<file path="src/sv/assert_macros.svh">
// Assertion macros used by the RTL module of the frame checker.
`ifndef ASSERT_MACROS_SVH
`define ASSERT_MACROS_SVH

// Checks that a condition holds at every rising clock edge outside reset.
`define ASSERT_ALWAYS(lbl, cond, msg) \
  lbl: assert property (@(posedge clk_i) disable iff (!rst_ni) (cond)) else $error(msg);

// Checks that a consequent holds in the same cycle as its antecedent.
`define ASSERT_IMPLIES(lbl, ante, cons, msg) \
  lbl: assert property (@(posedge clk_i) disable iff (!rst_ni) (ante) |-> (cons)) \
    else $error(msg);

`endif

</file>
<file path="src/sv/hsfc_pkg.sv">
// Package with the types, constants and CRC function of the frame checker.
package hsfc_pkg;

  localparam int unsigned AgeBitsDefault = 16;
  localparam int unsigned WinW           = 16;
  localparam int unsigned TempW          = 15;
  localparam int unsigned HumW           = 14;

  localparam logic [7:0]      CrcInit     = 8'hff;
  localparam logic [7:0]      CrcPoly     = 8'h31;
  localparam logic [WinW-1:0] WindowReset = 16'd1000;

  // Fixed-point conversion: value = ((scale * raw) >> 16), minus the offset for temperature.
  localparam logic [14:0] TempScale  = 15'd17500;
  localparam logic [15:0] TempOffset = 16'd4500;
  localparam logic [13:0] HumScale   = 14'd10000;

  typedef enum logic [1:0] {
    ActReplyByte = 2'd0,
    ActTick      = 2'd1,
    ActRead      = 2'd2,
    ActUnused    = 2'd3
  } action_e;

  typedef enum logic [1:0] {
    StatusOk     = 2'd0,
    StatusCrcErr = 2'd1,
    StatusNoData = 2'd2
  } status_e;

  typedef enum logic {
    KindFrame = 1'b0,
    KindRead  = 1'b1
  } kind_e;

  typedef enum logic [2:0] {
    PosTempHi  = 3'd0,
    PosTempLo  = 3'd1,
    PosTempCrc = 3'd2,
    PosHumHi   = 3'd3,
    PosHumLo   = 3'd4,
    PosHumCrc  = 3'd5
  } byte_pos_e;

  // CRC-8, MSB first, no reflection and no final xor, over one byte.
  function automatic logic [7:0] crc8_byte(logic [7:0] crc, logic [7:0] data);
    logic [7:0] c;
    c = crc ^ data;
    for (int k = 0; k < 8; k++) begin
      if (c[7]) begin
        c = {c[6:0], 1'b0} ^ CrcPoly;
      end else begin
        c = {c[6:0], 1'b0};
      end
    end
    return c;
  endfunction

endpackage

</file>
<file path="src/sv/humidity_sensor_frame_checker_core.sv">
// Frame checker, converter and result cache for a temperature/humidity sensor reply.
// A result is registered on the output in the cycle after its transaction is accepted.
// Throughput: one transaction per cycle; input stalls only while a held result is stalled.
// The CRC of each byte is resolved combinationally, and each raw word is converted as it completes.
// Reset (asynchronous, active low) empties the output, clears the cache and rearms the frame.
// After reset the freshness window is 1000 ticks and no cached value is valid.
module humidity_sensor_frame_checker_core #(
  parameter int unsigned AGE_BITS = hsfc_pkg::AgeBitsDefault
) (
  input  logic                        clk_i,
  input  logic                        rst_ni,
  // Configuration: the freshness window in millisecond ticks.
  input  logic                        cfg_we_i,
  input  logic [hsfc_pkg::WinW-1:0]   cfg_wdata_i,
  // Input channel.
  input  logic                        in_valid_i,
  output logic                        in_stall_o,
  input  logic [1:0]                  action_i,
  input  logic                        frame_start_i,
  input  logic [7:0]                  data_byte_i,
  // Result channel.
  output logic                        out_valid_o,
  input  logic                        out_stall_i,
  output logic                        result_kind_o,
  output logic [1:0]                  status_o,
  output logic signed [hsfc_pkg::TempW-1:0] temperature_centi_o,
  output logic [hsfc_pkg::HumW-1:0]   humidity_centi_o,
  output logic                        fresh_o
);

  `include "assert_macros.svh"

  localparam int unsigned TempW = hsfc_pkg::TempW;
  localparam int unsigned HumW  = hsfc_pkg::HumW;
  localparam int unsigned WinW  = hsfc_pkg::WinW;
  // Width in which the age and the window are compared.
  localparam int unsigned CmpW  = (AGE_BITS > WinW) ? AGE_BITS : WinW;

  // Configuration register.
  logic [WinW-1:0] window_q;

  // Frame assembly state.
  hsfc_pkg::byte_pos_e pos_q, pos_d, pos_eff;
  logic [7:0]          crc_q, crc_d;
  logic [7:0]          word_hi_q, word_hi_d;
  logic                temp_good_q, temp_good_d;
  // Converted words held until the frame's last CRC byte decides about them.
  logic signed [TempW-1:0] temp_hold_q, temp_hold_d;
  logic [HumW-1:0]         hum_hold_q, hum_hold_d;

  // Cache.
  logic signed [TempW-1:0] cache_temp_q, cache_temp_d;
  logic [HumW-1:0]         cache_hum_q, cache_hum_d;
  logic                    cache_valid_q, cache_valid_d;
  logic [AGE_BITS-1:0]     age_q, age_d;

  // Output register.
  logic                    out_valid_q;
  logic                    res_kind_q, res_kind_d;
  hsfc_pkg::status_e       res_status_q, res_status_d;
  logic signed [TempW-1:0] res_temp_q;
  logic [HumW-1:0]         res_hum_q;
  logic                    res_fresh_q, res_fresh_d;
  logic                    emit;

  logic                    accept;
  logic                    out_load;
  hsfc_pkg::action_e       action;
  logic [15:0]             raw_word;
  logic [30:0]             temp_prod;
  logic [29:0]             hum_prod;
  logic [15:0]             temp_conv;
  logic                    hum_crc_ok;

  // The input is held back only while a finished result waits and is itself stalled.
  assign out_load   = !out_valid_q || !out_stall_i;
  assign in_stall_o = !out_load;
  assign accept     = in_valid_i && out_load;
  assign action     = hsfc_pkg::action_e'(action_i);

  // Raw word and its conversion: one multiplier for each word, used on its low byte.
  assign raw_word  = {word_hi_q, data_byte_i};
  assign temp_prod = 31'(hsfc_pkg::TempScale) * 31'(raw_word);
  assign hum_prod  = 30'(hsfc_pkg::HumScale) * 30'(raw_word);
  assign temp_conv = {1'b0, temp_prod[30:16]} - hsfc_pkg::TempOffset;

  assign hum_crc_ok = (crc_q == data_byte_i);

  // A frame start, or a position that cannot arise, restarts at the first byte.
  always_comb begin
    if (frame_start_i || (pos_q > hsfc_pkg::PosHumCrc)) begin
      pos_eff = hsfc_pkg::PosTempHi;
    end else begin
      pos_eff = pos_q;
    end
  end

  always_comb begin
    logic [CmpW-1:0] age_ext;
    logic [CmpW-1:0] win_ext;

    pos_d         = pos_q;
    crc_d         = crc_q;
    word_hi_d     = word_hi_q;
    temp_good_d   = temp_good_q;
    temp_hold_d   = temp_hold_q;
    hum_hold_d    = hum_hold_q;
    cache_temp_d  = cache_temp_q;
    cache_hum_d   = cache_hum_q;
    cache_valid_d = cache_valid_q;
    age_d         = age_q;
    emit          = 1'b0;
    res_kind_d    = hsfc_pkg::KindFrame;
    res_status_d  = hsfc_pkg::StatusOk;

    age_ext = CmpW'(age_q);
    win_ext = CmpW'(window_q);

    if (accept) begin
      unique case (action)
        hsfc_pkg::ActTick: begin
          // Ageing saturates at the window or at the counter's full scale.
          if ((age_ext < win_ext) && (age_q != '1)) begin
            age_d = age_q + 1'b1;
          end
        end
        hsfc_pkg::ActRead: begin
          emit         = 1'b1;
          res_kind_d   = hsfc_pkg::KindRead;
          res_status_d = cache_valid_q ? hsfc_pkg::StatusOk : hsfc_pkg::StatusNoData;
        end
        hsfc_pkg::ActReplyByte: begin
          unique case (pos_eff)
            hsfc_pkg::PosTempHi, hsfc_pkg::PosHumHi: begin
              crc_d     = hsfc_pkg::crc8_byte(hsfc_pkg::CrcInit, data_byte_i);
              word_hi_d = data_byte_i;
              pos_d     = hsfc_pkg::byte_pos_e'(pos_eff + 3'd1);
            end
            hsfc_pkg::PosTempLo: begin
              crc_d       = hsfc_pkg::crc8_byte(crc_q, data_byte_i);
              temp_hold_d = temp_conv[TempW-1:0];
              pos_d       = hsfc_pkg::PosTempCrc;
            end
            hsfc_pkg::PosHumLo: begin
              crc_d      = hsfc_pkg::crc8_byte(crc_q, data_byte_i);
              hum_hold_d = hum_prod[29:16];
              pos_d      = hsfc_pkg::PosHumCrc;
            end
            hsfc_pkg::PosTempCrc: begin
              temp_good_d = hum_crc_ok;
              crc_d       = hsfc_pkg::CrcInit;
              pos_d       = hsfc_pkg::PosHumHi;
            end
            default: begin
              // Last byte: both checks decide whether the cache takes the frame.
              crc_d      = hsfc_pkg::CrcInit;
              pos_d      = hsfc_pkg::PosTempHi;
              emit       = 1'b1;
              res_kind_d = hsfc_pkg::KindFrame;
              if (temp_good_q && hum_crc_ok) begin
                cache_temp_d  = temp_hold_q;
                cache_hum_d   = hum_hold_q;
                cache_valid_d = 1'b1;
                age_d         = '0;
                res_status_d  = hsfc_pkg::StatusOk;
              end else begin
                res_status_d  = hsfc_pkg::StatusCrcErr;
              end
            end
          endcase
        end
        default: begin
        end
      endcase
    end

    // Results show the cache as it stands once this transaction has been applied.
    res_fresh_d = cache_valid_d && (CmpW'(age_d) < win_ext);
  end

  // Control state.
  always_ff @(posedge clk_i or negedge rst_ni) begin
    if (!rst_ni) begin
      window_q      <= hsfc_pkg::WindowReset;
      pos_q         <= hsfc_pkg::PosTempHi;
      crc_q         <= hsfc_pkg::CrcInit;
      temp_good_q   <= 1'b0;
      cache_valid_q <= 1'b0;
      age_q         <= '0;
      out_valid_q   <= 1'b0;
    end else begin
      if (cfg_we_i) begin
        window_q <= cfg_wdata_i;
      end
      pos_q         <= pos_d;
      crc_q         <= crc_d;
      temp_good_q   <= temp_good_d;
      cache_valid_q <= cache_valid_d;
      age_q         <= age_d;
      if (out_load) begin
        out_valid_q <= emit;
      end
    end
  end

  // Payload registers.
  always_ff @(posedge clk_i) begin
    word_hi_q    <= word_hi_d;
    temp_hold_q  <= temp_hold_d;
    hum_hold_q   <= hum_hold_d;
    cache_temp_q <= cache_temp_d;
    cache_hum_q  <= cache_hum_d;
    if (out_load && emit) begin
      res_kind_q   <= res_kind_d;
      res_status_q <= res_status_d;
      res_temp_q   <= cache_valid_d ? cache_temp_d : '0;
      res_hum_q    <= cache_valid_d ? cache_hum_d : '0;
      res_fresh_q  <= res_fresh_d;
    end
  end

  assign out_valid_o         = out_valid_q;
  assign result_kind_o       = res_kind_q;
  assign status_o            = res_status_q;
  assign temperature_centi_o = res_temp_q;
  assign humidity_centi_o    = res_hum_q;
  assign fresh_o             = res_fresh_q;

  `ASSERT_ALWAYS(a_pos_in_range, pos_q <= hsfc_pkg::PosHumCrc, "byte position beyond frame")
  `ASSERT_IMPLIES(a_fresh_has_data, out_valid_q && res_fresh_q,
                  res_status_q != hsfc_pkg::StatusNoData, "fresh result without data")
  `ASSERT_IMPLIES(a_ok_frame_cached,
                  out_valid_q && (res_kind_q == hsfc_pkg::KindFrame) &&
                  (res_status_q == hsfc_pkg::StatusOk),
                  cache_valid_q, "good frame left cache invalid")
  `ASSERT_IMPLIES(a_nodata_zero, out_valid_q && (res_status_q == hsfc_pkg::StatusNoData),
                  (res_temp_q == '0) && (res_hum_q == '0), "values shown without data")

endmodule
</file>
<file path="config.mk">
export PLATFORM = sky130hd
export DESIGN_NAME = humidity_sensor_frame_checker_core
export DESIGN_NICKNAME = d
export VERILOG_FILES = /design/src/sv/hsfc_pkg.sv /design/src/sv/humidity_sensor_frame_checker_core.sv
export VERILOG_INCLUDE_DIRS = /design/src /design/src/sv
export SDC_FILE = /design/constraint.sdc
export NUM_CORES = 1
export LEC_CHECK = 0
export BUFFER_PORTS_ARGS = -buffer_cell sky130_fd_sc_hd__buf_4
export CORE_MARGIN = 8
export CORE_UTILIZATION = 47
export DETAILED_ROUTE_END_ITERATION = 7
export PLACE_DENSITY_LB_ADDON = 0.08
export REMOVE_ABC_BUFFERS = 1
export SLEW_MARGIN = 10
export SYNTH_ARGS = -nofsm -noshare
export SYNTH_HDL_FRONTEND = slang
export SYNTH_SLANG_ARGS = --single-unit
</file>
<file path="constraint.sdc">
create_clock -name clk_i -period 11.52 [get_ports clk_i]
set_clock_uncertainty 0.05 [all_clocks]
set_input_delay 1.728 -clock clk_i [delete_from_list [all_inputs] [get_ports clk_i]]
set_output_delay 1.728 -clock clk_i [all_outputs]
set_load 0.005 [all_outputs]
</file>
## After elaboration in Yosys (flattened, before gate mapping)

Index checks and enable logic that the tools add are counted.

- Register bits: 145
- Input port bits: 32

- Add/sub/neg operators: 3
- Multiply operators: 2
- Order comparisons: 3
- Equality and inequality tests: 8
- Muxes and demuxes: 114
- Bitwise operators: 25
- Reductions and logical operators: 19

Operators with widths:

| operator | count |
|---|---|
| $mux W8 | 63 |
| $mux W6 | 23 |
| $not A3 Y3 | 23 |
| $mux W16 | 4 |
| $mux W15 | 4 |
| $mux W14 | 4 |
| $lt A16 B16 Y1 | 2 |
| $pmux W16 S2 | 1 |
| $mul A13 B16 Y29 const A | 1 |
| $mul A10 B16 Y26 const A | 1 |
| $pmux W8 S3 | 1 |
| $add A16 B1 Y16 const B | 1 |
| $ne A16 B16 Y1 const B | 1 |
| $sub A15 B13 Y15 const B | 1 |
| $pmux W3 S4 | 1 |
| $reduce_and A3 Y1 | 4 |
| $mux W1 | 9 |
| $eq A8 B8 Y1 | 1 |
| $not A8 Y8 | 1 |
| $xor A8 B8 Y8 | 1 |
| $eq A3 B2 Y1 const B | 2 |
| $logic_and A1 B1 Y1 | 5 |
| $reduce_or A5 Y1 | 1 |
| $pmux W2 S2 | 1 |
| 15 further kinds | 18 |

## Logic depth before layout (Yosys ltp)

- Depth in word-level cells: 41
- Gate-level depth with buffers: 24
- Gate-level depth less buffers: 24

## Least setup slack after synthesis

No wires, ideal clock.

- Path type: in2reg
- From: input port data_byte_i[7]
- To: register temp_hold_q[14], data pin
- Setup time: 0.262 ns
- Arrival: 6.748 ns
- Slack: 4.460 ns
- Cell stages on the path: 22
- Buffers on the path: 0
- Cells stage by stage: ha_1 > fa_1 > ha_1 > inv_1 > fa_1 > inv_1 > fa_1 > ha_1 > nand4_1 > a211o_1 > a311o_1 > nand2_1 > a21oi_1 > xor2_1 > ha_1 > nand3_1 > a311oi_1 > a31oi_1 > a211o_1 > maj3_2 > nor4_1 > nor2b_1

- Cells in the longest elaborated chain, start to end: 2

Ends and longest elaborated chain:

| what | line | RTL |
|---|---|---|
| start, declared | humidity_sensor_frame_checker_core.sv:20 | `input logic [7:0] data_byte_i,` |
| $mul A13 B16 Y29 | humidity_sensor_frame_checker_core.sv:83 | `assign temp_prod = 31'(hsfc_pkg::TempScale) * 31'(raw_word);` |
| $sub A15 B13 Y15 | humidity_sensor_frame_checker_core.sv:85 | `assign temp_conv = {1'b0, temp_prod[30:16]} - hsfc_pkg::TempOffset;` |
| via temp_conv[14] | humidity_sensor_frame_checker_core.sv:72 | `logic [15:0] temp_conv;` |
| end signal, assigned | humidity_sensor_frame_checker_core.sv:209 | `temp_hold_q <= temp_hold_d;` |
| end, declared | humidity_sensor_frame_checker_core.sv:48 | `logic signed [TempW-1:0] temp_hold_q, temp_hold_d;` |

The timed path passes the listed nets, and every way through them passes these cells.
A chain may end at the register's enable or synchronous reset.

## Worst setup path after layout

Same ends and word-level chain as after synthesis.

==> metrics.md <==
| Metric | Value |
|---|---|
| Met2 Track Usage GR | `26.9%` |
| Fin Hold WS | `0.418 ns` |
| Design area | `13700 sq um` |
| Global-route wire length before repair | `41400 um` |
| Ys Warns | `0` |
| Peak VDD IR | `103 uV` |
| Top-Level Pins | `67` |
| Hold buffer count at cts | `0` |
| H-tree depth | `4` |
| Final slew viol count | `0` |
| Fillers | `2374` |
| PostCTS Resize Cnt | `0` |
| Most common cell in the synthesized netlist | `inv_1` |
| Initial antenna violation count | `0` |
| FP Rows | `59` |
| Fraction of registers with async set or reset after synthesis | `31.7%` |
| Port Buffer Count | `66` |
| M1 GR Usage | `22.0%` |
| Post-synth EDFFs | `70` |
| Minimum clock period | `7.34 ns` |
| Total core area | `25900 sq um` |
| Top post-synthesis cells by area | `ha_1 (21%), edfxtp_1 (17%), fa_1 (12%)` |
| Slew HR | `26.8%` |
| Vias per cell | `5.18` |
| Commonest cells in the netlist | `inv_1 (221), ha_1 (202), fa_1 (75), edfxtp_1 (70)` |
| Vias in the first global route | `8366` |
| Via count | `8276` |
| Worst Path Max Fanout | `12` |
| HP Class | `register to register` |
| Worst slew pin tran | `1.09 ns` |
| Clock transition at path regs | `0.07 ns` |
| Maximum clock insertion buffer count | `2` |
| Critical Path Source Type | `input pin` |
| Netlist cell types | `67` |
| CP endpoint kind | `register` |
| Status | `completed` |
| CTS tree | `done` |
| Clk Latency, worst-skew pair | `0.41 ns` |
| ANT nets after route | `0` |
| DRT Wirelength | `24400 um` |
| Post-DP HPWL | `19300 um` |
| Remaining DRCs | `0` |
| Cell Pwr Density | `177 nW/um^2` |
| Fmax | `0.136 GHz` |
| Met3 Usage GRT | `2.32%` |
| Total grt overflow | `0` |
| Pin count of the biggest net entering global routing | `47` |
| Cell Area, Placed | `13200 sq um` |
| Fraction of layout cells with a size suffix above 1 | `12.7%` |
| CP max-delay cell | `fa_1` |
| Mean Syn Cell Area | `10.4 sq um` |
| Final setup vio count | `0` |
| Most used DFF post-synth | `edfxtp_1` |
| Crit Path Class | `input pin to register` |
| Hold Vio Cnt, Final | `0` |
| Crit path required time | `11.64 ns` |
| WP data arrival | `7.45 ns` |
| Max cap viols | `0` |
| GR peak layer | `met2` |
| Pre-antenna DRT Iters | `5` |
| Post-synth top area share | `20.5%` |
| Wirelength per Cell | `15.2 um` |
| DR iter-0 viols | `345` |
| GPL Wtd Cong | `0.837` |
| Die Footprint | `31600 sq um` |
| Cell Chain, Critical Path | `buf_4 -> ha_1 -> fa_1 -> ha_1 -> inv_1 -> fa_1 -> inv_1 -> fa_1 -> ha_1 -> nand4_1 -> a211o_1 -> a311o_1 -> nand2_1 -> a21oi_1 -> xor2_1 -> ha_1 -> nand3_1 -> a311oi_1 -> a31oi_1 -> a211o_1 -> maj3_2 -> nor4_1 -> nor2b_1` |
| Cell accounting for the most synthesized area | `ha_1` |
| CTS Root Cell | `clkbuf_16` |
| Sequential area share after synthesis | `31.3%` |
| Synthesized area | `12300 sq um` |
| Pleak | `6.74 nW` |
| Ant. Diodes | `0` |
| Setup repair after global routing missed its margin | `no` |
| Setup bufs post-CTS | `0` |
| CP peak stage delay | `0.47 ns` |
| CTS Buf Count | `17` |
| Tot GR Track Use | `16.2%` |
| Share of the clock period used by the worst path | `63.7%` |
| Nets | `1560` |
| Area growth, synth to finish | `11.6%` |
| Post-synthesis cell count | `1187` |
| Clk sinks | `145` |
| Initial Util | `47.5%` |
| Final TNS setup | `0 ns` |
| Synthesized flop and latch total | `145` |
| Die X | `178 um` |
| Most Frequent Cell on Critical Path | `ha_1` |
| Die H | `178 um` |
-- report_power, final --
group / total [mW] / leakage (nW) / switching (mW) / internal (mW)
sequential: 0.668 / 1.45 / 0.0297 / 0.638
combinational: 1.21 / 5.02 / 0.679 / 0.531
clock: 0.559 / 0.280 / 0.235 / 0.323
-- cell type report --
cell class	instances	area (sq um)	area share (%)
inverter	221	830	6.03
clock inverter	14	156	1.14
clock buffer	18	429	3.12
timing repair buffer	67	503	3.66
tap	335	419	3.05
sequential	145	3850	28.0
multi-input combinational	799	7560	55.0
-- per-stage QoR --
stage	total power, mW	instances	worst slack (ns)	util, %
3_5_place_dp	1.90	1567	3.70	50.8
4_1_cts	2.47	1599	4.16	53.1
2_1_floorplan	1.64	1165	4.46	-
6_report	2.44	1599	4.18	53.1
5_1_grt	2.66	1599	3.80	53.1
3_3_place_gp	1.88	1567	3.82	50.8
-- kinds of logic (layout without fill, tap and decap cells) --
group | count (synthesis) | after routing | synth area share (%)
buffers and inverters | 243 | 320 | 7.42
AOI/OAI and AO/OA | 180 | 180 | 10.5
adders and majority gates | 278 | 278 | 32.8
xor gates and xnor gates | 78 | 78 | 5.55
DFF | 145 | 145 | 31.3
muxes | 35 | 35 | 3.15
and+or+nand+nor | 228 | 228 | 9.35
-- layout by cell type (no fill, tap or decap), types with 14 or more instances in the layout --
master,count
inv_1,221
ha_1,202
fa_1,75
edfxtp_1,70
buf_4,67
nor2_1,56
xnor2_1,56
nand2_1,49
a21oi_1,36
o21ai_0,33
dfrtp_1,32
and2_1,30
mux2_2,30
dfxtp_1,29
a21o_1,28
xor2_1,22
nand4_1,17
clkbuf_16,17
nor3_1,14
dfstp_2,14
-- worst paths after layout --
path	end	slack (ns)	start	cells after the start
min	cache_temp_q[1]$_DFF_P_	0.42	cache_temp_q[1]$_DFF_P_	1
min reg2reg	cache_temp_q[1]$_DFF_P_	0.42	cache_temp_q[1]$_DFF_P_	1
min in group asynchronous	window_q[2]$_DFFE_PN0P_	1.28	rst_ni	1
max in group asynchronous	temp_good_q$_DFFE_PN0P_	9.72	rst_ni	1
max reg2reg	temp_hold_q[14]$_DFFE_PP_	4.88	word_hi_q[2]$_DFFE_PP_	22
max	temp_hold_q[14]$_DFFE_PP_	4.18	data_byte_i[7]	23
-- flip-flops by register name, summed over array words and instances, names as in the netlist --
| signal | flops |
|---|---|
| cache_hum_q | 14 |
| temp_hold_q | 15 |
| fresh_o | 1 |
| humidity_centi_o | 14 |
| window_q | 16 |
| age_q | 16 |
| hum_hold_q | 14 |
| out_valid_o | 1 |
| crc_q | 8 |
| cache_valid_q | 1 |
| temperature_centi_o | 15 |
| cache_temp_q | 15 |
| word_hi_q | 8 |
| status_o | 2 |
| temp_good_q | 1 |
| pos_q | 3 |
| result_kind_o | 1 |
-- worst max-delay path, delay by kind of cell --
kind | cells | cell delay, ns
buffers and inverters | 3 | 0.28
AOI/OAI and AO/OA | 6 | 1.91
adders and majority gates | 8 | 2.83
xor gates and xnor gates | 1 | 0.15
and+or+nand+nor | 5 | 0.57
-- layer usage --
layer / up-vias / wire [um]
met2: 106 / 11600
met5: - / 0
li1: 4165 / -
met1: 3988 / 11900
met3: 17 / 682
met4: 0 / 232
Power figures use the tool's default switching activity.
